==> src/rdpd_pkg.sv <==
// Shared types and constants for the rotary dial pulse decoder.
// No dependencies; imported by every module of the block.
package rdpd_pkg;

  localparam int unsigned DebounceW = 10;
  localparam int unsigned TimeW     = 16;
  localparam int unsigned CountW    = 5;
  localparam int unsigned CfgIdxW   = 2;
  localparam int unsigned CfgDataW  = 16;

  localparam logic [TimeW-1:0]  TimeMax        = '1;
  localparam logic [CountW-1:0] CountMax       = '1;
  localparam logic [CountW-1:0] TenPulses      = CountW'(10);
  localparam logic [DebounceW-1:0] DebounceRst = DebounceW'(15);
  localparam logic [TimeW-1:0]  DigitEndRst    = TimeW'(600);

  typedef enum logic [1:0] {
    OP_TICK  = 2'd0,
    OP_LEVEL = 2'd1,
    OP_DIGIT = 2'd2,
    OP_RAW   = 2'd3
  } rdpd_op_e;

  typedef enum logic [CfgIdxW-1:0] {
    REG_DEBOUNCE  = 2'd0,
    REG_DIGIT_END = 2'd1,
    REG_FIRST_WIN = 2'd2,
    REG_UNUSED    = 2'd3
  } rdpd_reg_e;

  typedef struct packed {
    rdpd_op_e operation;
    logic     level;
  } rdpd_in_t;

  typedef struct packed {
    logic              ready_res;
    logic              read_ok;
    logic [CountW-1:0] value;
  } rdpd_out_t;

  typedef struct packed {
    logic [DebounceW-1:0] debounce_ms;
    logic [TimeW-1:0]     digit_end_ms;
    logic                 first_in_wins;
  } rdpd_cfg_t;

endpackage

==> src/rdpd_cfg_regs.sv <==
// Configuration register file of the dial decoder.
// Depends on rdpd_pkg for the register index codes and the config struct.
module rdpd_cfg_regs
  import rdpd_pkg::*;
(
  input  logic                clk_i,
  input  logic                rst_ni,
  input  logic                we_i,
  input  rdpd_reg_e           idx_i,
  input  logic [CfgDataW-1:0] data_i,
  output rdpd_cfg_t           cfg_o
);

  rdpd_cfg_t cfg_q, cfg_d;

  always_comb begin
    cfg_d = cfg_q;
    if (we_i) begin
      unique case (idx_i)
        REG_DEBOUNCE:  cfg_d.debounce_ms   = data_i[DebounceW-1:0];
        REG_DIGIT_END: cfg_d.digit_end_ms  = data_i[TimeW-1:0];
        REG_FIRST_WIN: cfg_d.first_in_wins = data_i[0];
        default:       cfg_d = cfg_q; // unmapped index: write dropped
      endcase
    end
  end

  always_ff @(posedge clk_i or negedge rst_ni) begin
    if (!rst_ni) begin
      cfg_q.debounce_ms   <= DebounceRst;
      cfg_q.digit_end_ms  <= DigitEndRst;
      cfg_q.first_in_wins <= 1'b0;
    end else begin
      cfg_q <= cfg_d;
    end
  end

  assign cfg_o = cfg_q;

endmodule

==> src/rdpd_core.sv <==
// Decoder state (line level, elapsed ms, pulse count) and its one-step update.
// Depends on rdpd_pkg; driven from the input register of the top level.
module rdpd_core
  import rdpd_pkg::*;
(
  input  logic      clk_i,
  input  logic      rst_ni,
  input  logic      en_i,
  input  rdpd_in_t  req_i,
  input  rdpd_cfg_t cfg_i,
  output rdpd_out_t res_o
);

  logic              line_q, line_d;
  logic [TimeW-1:0]  ms_q, ms_d;
  logic [CountW-1:0] tot_q, tot_d;
  logic [CountW-1:0] tot_base;
  logic              waiting;

  // digit complete: pulses seen and line quiet long enough
  assign waiting = (tot_q != '0) && (ms_q > cfg_i.digit_end_ms);

  always_comb begin
    line_d        = line_q;
    ms_d          = ms_q;
    tot_d         = tot_q;
    tot_base      = waiting ? '0 : tot_q;
    res_o.read_ok = 1'b0;
    res_o.value   = '0;
    unique case (req_i.operation) inside
      OP_TICK: begin
        if (ms_q != TimeMax) ms_d = ms_q + TimeW'(1);
      end
      OP_LEVEL: begin
        if (req_i.level != line_q) begin
          line_d = req_i.level;
          if (!(waiting && cfg_i.first_in_wins)) begin
            tot_d = tot_base;
            if (req_i.level) begin
              ms_d = '0;
            end else if (ms_q > TimeW'(cfg_i.debounce_ms) && tot_base != CountMax) begin
              tot_d = tot_base + CountW'(1);
            end
          end
        end
      end
      OP_DIGIT, OP_RAW: begin
        if (waiting) begin
          res_o.read_ok = 1'b1;
          tot_d         = '0;
          if (req_i.operation == OP_DIGIT && tot_q == TenPulses) res_o.value = '0;
          else res_o.value = tot_q;
        end
      end
      default: ;
    endcase
    res_o.ready_res = (tot_d != '0) && (ms_d > cfg_i.digit_end_ms);
  end

  always_ff @(posedge clk_i or negedge rst_ni) begin
    if (!rst_ni) begin
      line_q <= 1'b0;
      ms_q   <= '0;
      tot_q  <= '0;
    end else if (en_i) begin
      line_q <= line_d;
      ms_q   <= ms_d;
      tot_q  <= tot_d;
    end
  end

  a_idle_holds: assert property (@(posedge clk_i) disable iff (!rst_ni)
    !en_i |=> $stable(ms_q) && $stable(tot_q) && $stable(line_q))
    else $error("decoder state moved without a request");

  a_read_clears: assert property (@(posedge clk_i) disable iff (!rst_ni)
    en_i && res_o.read_ok |=> tot_q == '0)
    else $error("pulse count not cleared by a read");

  a_read_not_ready: assert property (@(posedge clk_i) disable iff (!rst_ni)
    en_i && res_o.read_ok |-> !res_o.ready_res)
    else $error("digit still flagged after a successful read");

  a_tick_counts: assert property (@(posedge clk_i) disable iff (!rst_ni)
    en_i && req_i.operation == OP_TICK |=>
      ms_q == $past(ms_q) + TimeW'(1) || ms_q == TimeMax)
    else $error("tick did not advance elapsed time");

endmodule

==> src/rotary_dial_pulse_decoder.sv <==
// Top level of the rotary dial pulse decoder: input register, decode core,
// result register. Depends on rdpd_pkg, rdpd_cfg_regs and rdpd_core.
//
// Usage
//   in_*   : one request per accepted beat: a 1 ms tick, a line level sample,
//            a digit read or a raw pulse-count read (in_data_i).
//   out_*  : exactly one result per request, in order: ready_res, read_ok,
//            value (digit with ten pulses as 0, or raw count).
//   cfg_*  : register writes (0 debounce_ms, 1 digit_end_ms, 2 first_in_wins);
//            always ready, unmapped index is dropped. Write only when idle.
// Timing
//   A request is captured in the input register, then the core updates its
//   state and the result is captured in the output register. Throughput is
//   one request per cycle while the result side is ready (out_ready_i high);
//   the core's single compare/increment step per request sets that.
// Reset
//   Async active-low. Clears pipeline valids, the line level, elapsed time and
//   pulse count; config returns to 15 ms debounce, 600 ms digit end, last-in-wins.
// Stall
//   When out_ready_i is low the result holds; the input register still fills,
//   then in_ready_o drops until the result is taken. No request is lost.
module rotary_dial_pulse_decoder
  import rdpd_pkg::*;
(
  input  logic                clk_i,
  input  logic                rst_ni,
  input  logic                in_valid_i,
  output logic                in_ready_o,
  input  rdpd_in_t            in_data_i,
  output logic                out_valid_o,
  input  logic                out_ready_i,
  output rdpd_out_t           out_data_o,
  input  logic                cfg_valid_i,
  output logic                cfg_ready_o,
  input  logic [CfgIdxW-1:0]  cfg_index_i,
  input  logic [CfgDataW-1:0] cfg_data_i
);

  rdpd_cfg_t cfg;
  rdpd_out_t res;

  logic      req_valid_q;
  rdpd_in_t  req_q;
  logic      out_valid_q;
  rdpd_out_t out_q;
  logic      step;     // core consumes the buffered request this cycle
  logic      out_free; // result register can take a new value

  assign cfg_ready_o = 1'b1;

  rdpd_cfg_regs u_cfg (
    .clk_i  (clk_i),
    .rst_ni (rst_ni),
    .we_i   (cfg_valid_i),
    .idx_i  (rdpd_reg_e'(cfg_index_i)),
    .data_i (cfg_data_i),
    .cfg_o  (cfg)
  );

  assign out_free   = !out_valid_q || out_ready_i;
  assign step       = req_valid_q && out_free;
  assign in_ready_o = !req_valid_q || out_free;

  // input register
  always_ff @(posedge clk_i or negedge rst_ni) begin
    if (!rst_ni) begin
      req_valid_q <= 1'b0;
    end else if (in_ready_o) begin
      req_valid_q <= in_valid_i;
    end
  end

  always_ff @(posedge clk_i) begin
    if (in_ready_o && in_valid_i) req_q <= in_data_i;
  end

  rdpd_core u_core (
    .clk_i  (clk_i),
    .rst_ni (rst_ni),
    .en_i   (step),
    .req_i  (req_q),
    .cfg_i  (cfg),
    .res_o  (res)
  );

  // result register
  always_ff @(posedge clk_i or negedge rst_ni) begin
    if (!rst_ni) begin
      out_valid_q <= 1'b0;
    end else if (out_free) begin
      out_valid_q <= step;
    end
  end

  always_ff @(posedge clk_i) begin
    if (step) out_q <= res;
  end

  assign out_valid_o = out_valid_q;
  assign out_data_o  = out_q;

endmodule

==> config.mk <==
export PLATFORM = sky130hd
export DESIGN_NAME = rotary_dial_pulse_decoder
export DESIGN_NICKNAME = d
export VERILOG_FILES = /design/src/rdpd_pkg.sv /design/src/rdpd_cfg_regs.sv /design/src/rdpd_core.sv /design/src/rotary_dial_pulse_decoder.sv
export SDC_FILE = /design/constraint.sdc
export NUM_CORES = 1
export LEC_CHECK = 0
export BUFFER_PORTS_ARGS = -buffer_cell sky130_fd_sc_hd__buf_2
export CAP_MARGIN = 25
export CORE_ASPECT_RATIO = 0.6
export CORE_MARGIN = 2
export CORE_UTILIZATION = 62
export CTS_BUF_LIST = sky130_fd_sc_hd__clkbuf_4
export DETAILED_ROUTE_END_ITERATION = 16
export PLACE_DENSITY = 0.88
export SLEW_MARGIN = 10
export SYNTH_ARGS = -nofsm -noshare
export SYNTH_HDL_FRONTEND = slang
export SYNTH_SLANG_ARGS = --single-unit
export TNS_END_PERCENT = 100
==> constraint.sdc <==
create_clock -name clk_i -period 4.75 [get_ports clk_i]
set_input_delay 0.7125 -clock clk_i [delete_from_list [all_inputs] [get_ports clk_i]]
set_output_delay 0.7125 -clock clk_i [all_outputs]
set_load 0.005 [all_outputs]
### Word-level counts from Yosys, hierarchy flattened

Index checks and enable logic that the tools add are counted.
Widths: inputs -> output; s select.

* add/subtract/negate cells: 2
* order comparisons: 3
* equal/unequal tests: 9
* mux-type cells: 13
* bitwise gates (word level): 2
* reductions and logical operators: 21

Operator list (count)
* $mux 16: 4
* $gt 16x16->1: 2
* $pmux 16 s2: 1
* $mux 5: 6
* $add 16x1->16 const B: 1
* $gt 16x10->1: 1
* $ne 16x16->1 const B: 1
* $pmux 5 s2: 1
* $reduce_bool 5->1: 2
* $logic_and 1x1->1: 7
* $eq 2x2->1 const B: 3
* $mux 6: 1
* $reduce_and 2->1: 3
* $add 5x1->5 const B: 1
* $eq 5x4->1 const B: 1
* $ne 5x5->1 const B: 1
* $eq 2x1->1 const B: 2
* $logic_not 2->1: 2
* $reduce_and 3->1: 1
* $reduce_or 3->1: 1
* $logic_not 1->1: 2
* $logic_or 1x1->1: 2
* $not 1->1: 2
* $reduce_or 2->1: 1
* $ne 1x1->1: 1

* flip-flop bits (word level): 61
* input bits: 26
* output and inout bits: 10
* word-level logic and storage cells: 63

### Longest topological paths before layout

* depth after elaboration: 12
* depth in mapped cells: 20

### Cells and area by module

Synthesis repeated with hierarchy kept, for this count alone.

* cells, all modules: 422
* area, all modules: 4317.9 um2

By module, submodules not included
* rdpd_core: instances 1, cells an instance 343, area each 2816.5 um2, seq. area each 550.5 um2
* rdpd_cfg_regs: instances 1, cells an instance 59, area each 1086.0 um2, seq. area each 685.7 um2
* rotary_dial_pulse_decoder: instances 1, cells an instance 20, area each 415.4 um2, seq. area each 350.3 um2

### Worst setup path after synthesis

No wires, ideal clock.

* kind: flip-flop to flip-flop
* from: reg u_core.ms_q[14]
* to: reg out_q, in the netlist out_data_o[6], data pin
* library setup time: 270 ps
* data arrival time: 3996 ps
* required time: 4480 ps
* slack: 483 ps
* cell stages (with the launch flop): 19
* buffers on the path: 1
* cell sequence: dfrtp_1 ha_1 nand4_2 or4_4 a21o_1 a41oi_4 buf_2 nor2_1 ha_1 nand3_1 nor2_1 ha_1 nor2_1 o21ai_0 or3_1 o31a_1 a32o_1 a31oi_1 a221oi_1

RTL lines
* from (decl): RTL line rdpd_core.sv:15 `logic [TimeW-1:0] ms_q, ms_d;`
* from (signal assigned): RTL line rdpd_core.sv:67 `ms_q <= ms_d;`
* to (signal assigned): RTL line rotary_dial_pulse_decoder.sv:96 `if (step) out_q <= res;`
* to (decl): RTL line rotary_dial_pulse_decoder.sv:45 `rdpd_out_t out_q;`

==> impl_metrics.json <==
{
  "ys_seq_area_frac": 0.381,
  "fp-row-count": 23,
  "worst_ep_arrival_time_ns": 4.65,
  "fillers": 515,
  "portBuffers": 34,
  "grt-ovfl-total": 0,
  "via_count": 3655,
  "post_drt_wl_per_cell_microns": 18.4,
  "cts_hold_buffers": 0,
  "clk_latency_ns": 0.45,
  "worst_pin_slew_ns": 0.987,
  "syn-cell-area_sq_um": 4160,
  "finalSetupViolCount": 0,
  "die_x_microns": 110,
  "fin_crit_sh": 0.938,
  "first_iter_violations": 450,
  "design_area_sq_um": 4640,
  "rsz0062_at_grt": "false",
  "p_total_mw": 1.67,
  "area_delta_synth_final_pct": 11.4,
  "cts_made_buffers": 9,
  "die_area_sq_um": 7400,
  "postRouteAntennaNets": 0,
  "place_inst": 566,
  "crit_type": "register to register",
  "multi_input_area_sq_um": 2380,
  "grt_pass1_wl_microns": 17500,
  "place_congestion": 0.960,
  "drive_gt1_frac": 0.200,
  "place_hpwl_microns": 8000,
  "worst_slew_margin_rel": 0.340,
  "pre_cts_slack_ns": 0.350,
  "slowest_stage": "or4_4",
  "finalClockSkew_ns": 0.0135,
  "grt_pass1_vias": 3451,
  "status": "finished, final reports clean",
  "whs_ns": 0.356,
  "synth_edf_count": 10,
  "cts_tree": "yes",
  "root_buffer": "clkbuf_4",
  "drv_slew": 0,
  "floorplan.initialDensity": 0.631,
  "cts_buffer_depth": 2,
  "synth-seq-cells": 61,
  "rrSetupSlack_ns": 0.29,
  "htreeDepth": 3,
  "hold_viol_final": 0,
  "syn_inst": 451,
  "power_density_nw_per_um2": 359,
  "avgSynthCellArea_sq_um": 9.22,
  "final_common_cell": "nand2_1",
  "wirelength_microns": 10700,
  "path_max_fanout": 8,
  "synthArstFlopShare": 0.836,
  "critPathRequiredTime_ns": 4.94,
  "regArea_sq_um": 1590,
  "cts-resized-gates": 0,
  "die_h_microns": 67.5,
  "fin_setup_tns_ns": 0,
  "clock-sinks": 61,
  "crit_path_start_kind": "register",
  "end_kind": "register",
  "viasPerCell": 6.26,
  "final_cell_mix": "50 x nand2_1, 45 x ha_1, 43 x dfrtp_1",
  "coreArea_sq_um": 6590,
  "setup_slack_ns": 0.294,
  "path_cells": "ha_1 > nand4_2 > or4_4 > a21o_1 > a41oi_4 > nor2_1 > ha_1 > nand3_1 > nor2_1 > ha_1 > nor2_1 > o21ai_0 > or3_1 > o31a_1 > a32o_1 > a31oi_1 > a221oi_1",
  "power_leakage_nw": 2.12,
  "placed_cell_area_sq_um": 4440,
  "synth.distinct_cells": 54,
  "drc": 0,
  "io_pins": 36,
  "grt_util_all_layers": 0.320,
  "drv_cap": 0,
  "utilization": 0.703,
  "cts.clk_slew.worst_paths_ns": 0.11,
  "max_freq_ghz": 0.224,
  "stdcell_count": 584,
  "grt_max_degree": 52,
  "antenna_found_initial": 0,
  "hp-class": "input pin to asynchronous set/reset pin",
  "worst_path_largest_cell_delay_ns": 0.58,
  "synth_ff_type": "dfrtp_1",
  "cts_setup_buffers": 0,
  "ir_worst_vdd_v": 0.000249,
  "post-route-min-period_ns": 4.46,
  "syn-num-nets": 522,
  "dr.pass1.iters": 5,
  "nNetsFinal": 562,
  "ys_warn_count": 0
}
layout make-up:
cell class,count,share of cell area
clock buffers,9,0.0146
repair buffers,43,0.0513
clock inverters,7,0.0246
multi-input cells,339,0.513
flip-flops and latches,61,0.342
well taps,87,0.0235
diodes,1,0.000540
inverters,37,0.0300
per-layer routing:
metal,share of wire,global-route usage,wire length [microns]
met1,0.46,0.446,4920
met2,0.42,0.471,4540
met3,0.10,0.0878,1080
met4,0.017,0.131,184
met5,0,0,0
final timing paths:
path	cells after the start	end	start
hold / removal	2	u_core.tot_q[3]	rst_ni
min in group clk_i	1	req_q[0]	in_data_i[0]
setup / recovery	17	out_data_o[6]	u_core.ms_q[13]
setup reg to reg	17	out_data_o[6]	u_core.ms_q[13]
max in group asynchronous	2	u_cfg.cfg_o[3]	rst_ni
hold reg to reg	1	u_cfg.cfg_o[3]	u_cfg.cfg_o[3]
kinds of logic (layout without fill, tap and decap cells):
group | after synthesis | count (layout) | synth area share
compound gates | 111 | 111 | 0.179
buf+inv | 51 | 96 | 0.0478
fa+ha+maj | 45 | 45 | 0.135
other cells | 1 | 2 | 0.000901
flops | 61 | 61 | 0.381
simple gates | 156 | 156 | 0.189
xor+xnor | 6 | 6 | 0.0126
mux | 20 | 20 | 0.0541
power breakdown:
| part | internal, mW | leakage [nW] | switching (mW) |
|---|---|---|---|
| registers | 0.618 | 0.714 | 0.0861 |
| clock network | 0.263 | 0.0896 | 0.209 |
| logic | 0.209 | 1.31 | 0.281 |
| total | 1.09 | 2.12 | 0.576 |
synth_stat cells, types with 2 or more instances:
master    count  area share
nand2b_1      6      0.0090
nor4_1        3      0.0045
dfrtp_1      43        0.26
nor3b_1       2      0.0036
a31oi_1      14       0.021
or2_2         2      0.0030
o31ai_1       3      0.0054
dfstp_2       8       0.051
a21oi_1      25       0.030
nor2b_1       7       0.011
o21ai_0      35       0.042
nor3_1        3      0.0036
xor2_1        2      0.0042
or3_1         3      0.0045
nand3b_1      4      0.0072
mux2_2       20       0.054
o311ai_0      2      0.0042
o211ai_1      3      0.0054
buf_2         3      0.0036
or4_1         4      0.0072
nand3_1      14       0.017
ha_1         45        0.14
a21o_1        5      0.0090
nand2_1      50       0.045
nor2_1       30       0.027
and3_1        8       0.012
o21a_1        7       0.013
inv_1        37       0.033
xnor2_1       4      0.0084
a211oi_1      2      0.0036
edfxtp_1     10       0.072
and2_1        5      0.0075
nand4_1      12       0.018
clkbuf_1     10      0.0090
worst max-delay path: cells and delay by family, from the launching register on:
family | cells | cell delay [ns]
simple gates | 7 | 1.49
compound gates | 7 | 1.41
fa+ha+maj | 3 | 0.82
flops | 1 | 0.48
state kept, by name, summed over array words and instances (netlist names):
name,count
out_valid_o,1
u_cfg.cfg_o,27
u_core.tot_q,5
req_valid_q,1
req_q,3
u_core.ms_q,16
out_data_o,7
u_core.line_q,1
(Power assumes the default switching activity.)
